==> src/rtl/core/icv_pkg.sv <==
// shared types, constants and the crc byte step for the image validator
// no dependencies; imported by every module of the block
package icv_pkg;

  // byte counter width
  localparam int COUNT_BITS = 24;
  localparam int LEN_W      = COUNT_BITS + 1;
  localparam int MIN_W      = 24;
  // width that holds both the image length and the minimum length
  localparam int CMP_W      = (LEN_W > MIN_W) ? LEN_W : MIN_W;

  localparam logic [COUNT_BITS-1:0] CNT_MAX  = '1;
  localparam logic [COUNT_BITS-1:0] CNT_WRAP = CNT_MAX - COUNT_BITS'(3);

  // header layout
  localparam logic [COUNT_BITS-1:0] HDR_LEN     = COUNT_BITS'(16);
  localparam logic [COUNT_BITS-1:0] HDR_VER_POS = COUNT_BITS'(14);
  localparam logic [7:0]            HDR_VER_A   = 8'h87;
  localparam logic [7:0]            HDR_VER_B   = 8'h56;

  // crc-32c, reflected form
  localparam logic [31:0] CRC_POLY = 32'h82F6_3B78;
  localparam logic [31:0] CRC_INIT = 32'hFFFF_FFFF;

  // reset value of the minimum length register
  localparam logic [MIN_W-1:0] MIN_RESET = MIN_W'(255 * 1024);

  // status codes
  typedef enum logic [1:0] {
    ST_OK        = 2'd0,
    ST_TOO_SMALL = 2'd1,
    ST_CRC_BAD   = 2'd2,
    ST_HDR_BAD   = 2'd3
  } status_t;

  // one request held between the input register and the engine
  typedef struct packed {
    logic [7:0] data_byte;
    logic       last_byte;
  } icv_item_t;

  // one byte through the reflected crc, eight bit steps
  function automatic logic [31:0] crc32c_byte(input logic [31:0] crc,
                                              input logic [7:0]  b);
    logic [31:0] c;
    c = crc ^ {24'd0, b};
    for (int k = 0; k < 8; k++) begin
      c = c[0] ? ((c >> 1) ^ CRC_POLY) : (c >> 1);
    end
    return c;
  endfunction

endpackage

==> src/rtl/core/icv_in_reg.sv <==
// input register stage of the image validator
// depends on icv_pkg for the request struct
module icv_in_reg
  import icv_pkg::*;
(
  input  logic       clk,
  input  logic       rst,
  input  logic       in_valid,
  output logic       in_stall,
  input  logic [7:0] data_byte,
  input  logic       last_byte,
  output logic       item_valid,
  output icv_item_t  item,
  input  logic       item_take
);

  logic accept;

  // hold off the source while a request sits here and is not taken
  assign in_stall = item_valid && !item_take;
  assign accept   = in_valid && !in_stall;

  // valid flag
  always_ff @(posedge clk) begin
    if (rst) begin
      item_valid <= 1'b0;
    end else if (accept) begin
      item_valid <= 1'b1;
    end else if (item_take) begin
      item_valid <= 1'b0;
    end
  end

  // payload, loaded on accept only
  always_ff @(posedge clk) begin
    if (accept) begin
      item.data_byte <= data_byte;
      item.last_byte <= last_byte;
    end
  end

endmodule

==> src/rtl/core/icv_engine.sv <==
// stream state, checks and result register of the image validator
// depends on icv_pkg for constants, status codes and the crc byte step
module icv_engine
  import icv_pkg::*;
(
  input  logic             clk,
  input  logic             rst,
  input  logic             cfg_write,
  input  logic [MIN_W-1:0] cfg_data,
  input  logic             item_valid,
  input  icv_item_t        item,
  output logic             item_take,
  output logic             out_valid,
  input  logic             out_stall,
  output logic [1:0]       status,
  output logic [31:0]      crc_value
);

  logic [MIN_W-1:0]      min_image_bytes;
  logic [31:0]           crc_reg;
  logic [31:0]           crc_run;
  logic [COUNT_BITS-1:0] byte_count;
  logic [7:0]            header_sum;
  logic [7:0]            header_version_byte;

  logic [31:0]           crc_run_next;
  logic [31:0]           crc_reg_next;
  logic [COUNT_BITS-1:0] byte_count_next;
  logic [7:0]            header_sum_next;
  logic [7:0]            header_version_byte_next;
  logic [LEN_W-1:0]      length;
  logic                  ver_ok;
  status_t               status_next;
  logic                  out_free;

  // a last byte needs a free result slot, other bytes always go
  assign out_free  = !out_valid || !out_stall;
  assign item_take = item_valid && (!item.last_byte || out_free);

  // minimum length register
  always_ff @(posedge clk) begin
    if (rst) begin
      min_image_bytes <= MIN_RESET;
    end else if (cfg_write) begin
      min_image_bytes <= cfg_data;
    end
  end

  // per byte update: crc runs byte-wise, commits on each full word
  always_comb begin
    crc_run_next = crc32c_byte(crc_run, item.data_byte);
    crc_reg_next = (byte_count[1:0] == 2'd3) ? crc_run_next : crc_reg;

    header_sum_next = (byte_count < HDR_LEN) ? header_sum + item.data_byte : header_sum;
    header_version_byte_next = (byte_count == HDR_VER_POS) ? item.data_byte
                                                           : header_version_byte;

    byte_count_next = (byte_count == CNT_MAX) ? CNT_WRAP : byte_count + COUNT_BITS'(1);
    length          = LEN_W'(byte_count) + LEN_W'(1);
  end

  // checks in priority order
  always_comb begin
    ver_ok = (header_version_byte_next == HDR_VER_A) ||
             (header_version_byte_next == HDR_VER_B);
    if (CMP_W'(length) < CMP_W'(min_image_bytes)) begin
      status_next = ST_TOO_SMALL;
    end else if (crc_reg_next != '0) begin
      status_next = ST_CRC_BAD;
    end else if (header_sum_next != '0 || !ver_ok) begin
      status_next = ST_HDR_BAD;
    end else begin
      status_next = ST_OK;
    end
  end

  // stream state, cleared after the last byte
  always_ff @(posedge clk) begin
    if (rst) begin
      crc_reg             <= CRC_INIT;
      crc_run             <= CRC_INIT;
      byte_count          <= '0;
      header_sum          <= '0;
      header_version_byte <= '0;
    end else if (item_take) begin
      if (item.last_byte) begin
        crc_reg             <= CRC_INIT;
        crc_run             <= CRC_INIT;
        byte_count          <= '0;
        header_sum          <= '0;
        header_version_byte <= '0;
      end else begin
        crc_reg             <= crc_reg_next;
        crc_run             <= crc_run_next;
        byte_count          <= byte_count_next;
        header_sum          <= header_sum_next;
        header_version_byte <= header_version_byte_next;
      end
    end
  end

  // result valid flag
  always_ff @(posedge clk) begin
    if (rst) begin
      out_valid <= 1'b0;
    end else if (item_take && item.last_byte) begin
      out_valid <= 1'b1;
    end else if (!out_stall) begin
      out_valid <= 1'b0;
    end
  end

  // result payload
  always_ff @(posedge clk) begin
    if (item_take && item.last_byte) begin
      status    <= status_next;
      crc_value <= crc_reg_next;
    end
  end

endmodule

==> src/rtl/core/image_crc32c_header_validator.sv <==
// channel    dir  handshake               payload
// in         in   in_valid / in_stall     data_byte, last_byte
// out        out  out_valid / out_stall   status, crc_value
// cfg        in   cfg_valid / cfg_ready   cfg_data (min_image_bytes)
//
// one byte per cycle while no last byte waits on a stalled result
// the crc advances one byte per cycle through an eight step xor network
// rst is synchronous: it clears the stream state, the valid flags and the
// minimum length back to 261120 bytes
// a stalled result holds only last bytes at the engine; bytes behind them wait
//
// top level of the image validator; depends on icv_pkg, icv_in_reg, icv_engine
module image_crc32c_header_validator
  import icv_pkg::*;
(
  input  logic             clk,
  input  logic             rst,
  input  logic             in_valid,
  output logic             in_stall,
  input  logic [7:0]       data_byte,
  input  logic             last_byte,
  output logic             out_valid,
  input  logic             out_stall,
  output logic [1:0]       status,
  output logic [31:0]      crc_value,
  input  logic             cfg_valid,
  output logic             cfg_ready,
  input  logic [MIN_W-1:0] cfg_data
);

  logic      item_valid;
  icv_item_t item;
  logic      item_take;

  // config writes land while no request is held
  assign cfg_ready = !item_valid;

  // input register
  icv_in_reg u_in_reg (
    .clk        (clk),
    .rst        (rst),
    .in_valid   (in_valid),
    .in_stall   (in_stall),
    .data_byte  (data_byte),
    .last_byte  (last_byte),
    .item_valid (item_valid),
    .item       (item),
    .item_take  (item_take)
  );

  // crc, header checks and result register
  icv_engine u_engine (
    .clk        (clk),
    .rst        (rst),
    .cfg_write  (cfg_valid && cfg_ready),
    .cfg_data   (cfg_data),
    .item_valid (item_valid),
    .item       (item),
    .item_take  (item_take),
    .out_valid  (out_valid),
    .out_stall  (out_stall),
    .status     (status),
    .crc_value  (crc_value)
  );

endmodule

==> config.mk <==
export PLATFORM = sky130hd
export DESIGN_NAME = image_crc32c_header_validator
export DESIGN_NICKNAME = d
export VERILOG_FILES = /design/src/rtl/core/icv_pkg.sv /design/src/rtl/core/icv_in_reg.sv /design/src/rtl/core/icv_engine.sv /design/src/rtl/core/image_crc32c_header_validator.sv
export SDC_FILE = /design/constraint.sdc
export NUM_CORES = 1
export LEC_CHECK = 0
export BUFFER_PORTS_ARGS = -buffer_cell sky130_fd_sc_hd__buf_2
export CAP_MARGIN = 20
export CORE_UTILIZATION = 67
export CTS_BUF_LIST = sky130_fd_sc_hd__clkbuf_8
export DETAILED_ROUTE_END_ITERATION = 6
export GPL_TIMING_DRIVEN = 0
export HOLD_SLACK_MARGIN = 0.06
export PLACE_DENSITY_LB_ADDON = 0.05
export SLEW_MARGIN = 0
export SYNTH_ARGS = -nofsm -noshare
export SYNTH_HDL_FRONTEND = slang
export SYNTH_SLANG_ARGS = --single-unit
==> constraint.sdc <==
create_clock -name clk -period 6.74 [get_ports clk]
set_input_delay 1.011 -clock clk [delete_from_list [all_inputs] [get_ports clk]]
set_output_delay 1.011 -clock clk [all_outputs]
set_load 0.02 [all_outputs]
==> key figures <==
Worst setup path
  – Crit path top cell by count: o21a_1
  – Critical Path AT: roughly 5.5 ns
  – Crit-path max FO: 10
  – R2R depth: 16
  – Flop2flop setup slack: 1.43 ns
  – Crit Path Class: register to register
  – Worst stage delay on the critical path: 0.61 ns
  – Startpoint Class: register
  – RR Endpoint: u_engine.status[1]$_SDFFCE_PN0P_
  – Crit. Startpoint: u_engine.byte_count[0]$_SDFFE_PP0P_
  – Crit path capture: u_engine.status[1]$_SDFFCE_PN0P_
  – Critical Path Slowest Stage Cell: clkbuf_1
  – Data required time of the worst path: between 6 and 7 ns
  – R2r startpoint: u_engine.byte_count[0]$_SDFFE_PP0P_
  – Critical-path cell list: ha_1, clkbuf_1, buf_1, buf_1, clkbuf_1, buf_1, xor2_1, ha_1, o21a_1, o21a_1, o21a_1, o21a_1, o2111ai_1, a2111o_1, o2111ai_1, a21boi_1
  – Crit. End Element: register

Final layout
  – Share of post-route cells with drive strength above 1: 11.7%
  – Final #Nets: roughly 1100
  – Antenna cells: 0
  – Layout filler cell count: ~960
  – Area Overhead vs Synth: 11.3%
  – Fin util: a little under 80%
  – Most frequent cells in the layout: nand2_1 (160), dfxtp_1 (130), nor2_1 (80), buf_2 (75), xnor2_1 (64)
  – Most common cell after layout, fill and taps aside: nand2_1
  – Final Cell Area: between 9000 and 10000 um^2

Hold path
  – Hold Crit Start: u_engine.min_image_bytes[21]$_SDFFE_PP0P_
  – Worst Hold Class: register to register

Clocking
  – Worst skew pair latency: 0.48 ns
  – Number of H-tree levels: 4
  – CTS resizes: 0
  – Clock Sinks: 173
  – Register clock-pin slew on the reported worst setup and hold paths: ~0.090 ns
  – CTS Hold Bufs: 0
  – Postcts setup bufs: 0
  – CTS tree: yes
  – CTS max path bufs: 2
  – CTS Buf Count: 17
  – Root buf cell: clkbuf_8

Floorplanning
  – Die width: 118 um
  – Die area: between 10000 and 15000 um^2
  – Core Area: roughly 13000 um^2
  – Die Y: 118 um
  – Initial Util: between 60% and 70%
  – Io pins: 75
  – FP Rows: 41

Power and ir drop
  – Power Dens Cells: ~290 nW/um^2
  – Static Leakage: just over 4 nW
  – Peak supply drop: between 300 and 400 uV

Place
  – Post-DP Area: 9580 um^2
  – Dpl ws: 1.58 ns
  – Final weighted congestion in routability-driven placement: between 0.9 and 1
  – Port Buffers: 74
  – Placed wire-length estimate: 16500 um

Drt
  – Final WL: about 23000 um
  – Antenna-violating nets left: 0
  – Total number of vias: around 7600
  – DRC viols: 0
  – WL per Instance: about 18 um
  – Number of detailed-route iterations in the first pass: 7
  – Initial DRC count: just under 1000
  – Mean number of vias per cell: about 6

STA
  – Final WS setup: between 1 and 1.5 ns
  – Setup violations, final: 0
  – Post-layout min period: 5.31 ns
  – Setup TNS Final: 0 ns
  – Number of max-slew violations in the final report: 0
  – Relative slew slack: about two fifths
  – Skew final: between 0.01 and 0.015 ns
  – Max Clk Rate: between 0.15 and 0.2 GHz
  – Final hold violation count: 0
  – Final Cycle Share: around four fifths
  – Worst-margin pin slew: slightly below 0.9 ns
  – Hold WS: 0.457 ns
  – RSZ-0062 raised after global routing: no

GRT
  – GR Util All Layers: between 30% and 40%
  – Remaining global-route overflow: 0
  – Largest net degree at the start of global routing: 34
  – Initial antenna violation count: 0
  – First-pass GRT wire length: between 30000 and 40000 um
  – Vias in the first global route: 6861

Run status
  – Status: complete, no violations

Synthesis
  – Post-synth EDFFs: 43
  – Synth Register Bits: approximately 170
  – Synth cell types: 56
  – Synth warn: 0
  – Synth Instances: around 980
  – Synth Flop Type: dfxtp_1
  – Syn Nets: 1049
  – Syn_area_per_cell: ~9 um^2
  – Sequential fraction of the synthesis area: between 40% and 50%
  – Post-synthesis cell area: about 9000 um^2
  – Ys async rst share: 0%

Flow run
  – Count of max-cap constraint violations: 0
-- per-stage QoR --
stage | instances | total power [mW]
2_1_floorplan | 978 | 1.91
3_3_place_gp | 1224 | 2.14
3_5_place_dp | 1225 | 2.16
4_1_cts | 1257 | 2.89
5_1_grt | 1257 | 3.02
6_report | 1257 | 2.92
-- cells by family after synthesis --
kind of cell / Yosys count / share of synthesized area, %
AO/OA/AOI/OAI: 169 / 12.4
XOR/XNOR: 108 / 14.1
adder cells (fa/ha/maj): 33 / 4.69
buffers and inverters: 105 / 4.41
flip-flops: 173 / 43.4
multiplexers: 28 / 3.32
AND/OR/NAND/NOR: 362 / 17.7
-- worst min-delay path by stage --
stage                                                     end  slack (ns)  cells after the start
global placement    u_engine.min_image_bytes[19]$_SDFFE_PP0P_        0.44                      2
detailed placement  u_engine.min_image_bytes[22]$_SDFFE_PP0P_        0.45                      2
floorplan            u_engine.min_image_bytes[0]$_SDFFE_PP0P_        0.43                      2
global route         u_engine.min_image_bytes[8]$_SDFFE_PP0P_        0.48                      2
CTS                 u_engine.min_image_bytes[22]$_SDFFE_PP0P_        0.46                      2
finish              u_engine.min_image_bytes[21]$_SDFFE_PP0P_        0.46                      2
-- critical path: cells and delay by family (launching register included) --
family,cells,cell delay (ns)
buffers and inverters,5,2.57
AO/OA/AOI/OAI,8,1.35
flip-flops,1,0.49
adder cells (fa/ha/maj),2,0.44
XOR/XNOR,1,0.19
-- routing by layer --
layer,vias up,wire (um),track usage [%]
met4,0,566,13.1
met2,428,9940,49.6
met1,3504,9770,46.6
li1,3567,-,-
met3,51,2380,9.06
met5,-,0,0
-- final cells by class --
cell class | instances | area, um^2 | share of cell area (%)
buffer | 54 | 204 | 2.04
multi-input combinational | 700 | 4680 | 46.9
tap | 172 | 215 | 2.16
inverter | 51 | 191 | 1.92
sequential | 173 | 3890 | 39.0
timing repair buffer | 75 | 390 | 3.91
clock buffer | 18 | 248 | 2.48
clock inverter | 14 | 156 | 1.57
-- cells in the mapped netlist, types with 2 or more instances --
library cell	n	area, um^2
a2bb2oi_1	2	17.5
a21oi_1	56	280
a21o_1	12	90.1
dfxtp_1	130	2600
a31oi_1	7	43.8
o2111ai_1	3	26.3
o21ai_0	17	85.1
nand4_1	11	68.8
xnor2_1	64	561
nor3b_1	2	15.0
nand3_1	58	290
or4_1	3	22.5
xnor2_4	3	82.6
mux2_2	10	113
clkbuf_1	48	180
nand2_1	160	601
xor2_1	21	184
inv_1	50	188
nor3_1	19	95.1
a22o_1	2	17.5
mux2i_1	17	170
ha_1	32	400
xnor3_1	15	338
o22ai_1	4	25.0
xnor2_2	3	48.8
o21a_1	6	45.0
edfxtp_1	43	1290
nor4_1	10	62.6
a211o_1	8	70.1
and2_1	3	18.8
buf_1	5	18.8
nor2b_1	4	25.0
and4_1	2	17.5
and3_1	4	25.0
a22oi_1	14	105
o211ai_1	30	225
nor2_1	81	304
-- power breakdown --
part           leakage [nW]  total, mW  switching, mW  internal, mW
Clock                 0.208      0.746          0.375         0.370
Combinational          2.51       1.01          0.586         0.426
Sequential             1.43       1.16         0.0408          1.12
Total                  4.15       2.92           1.00          1.92
(Power assumes the default switching activity.)
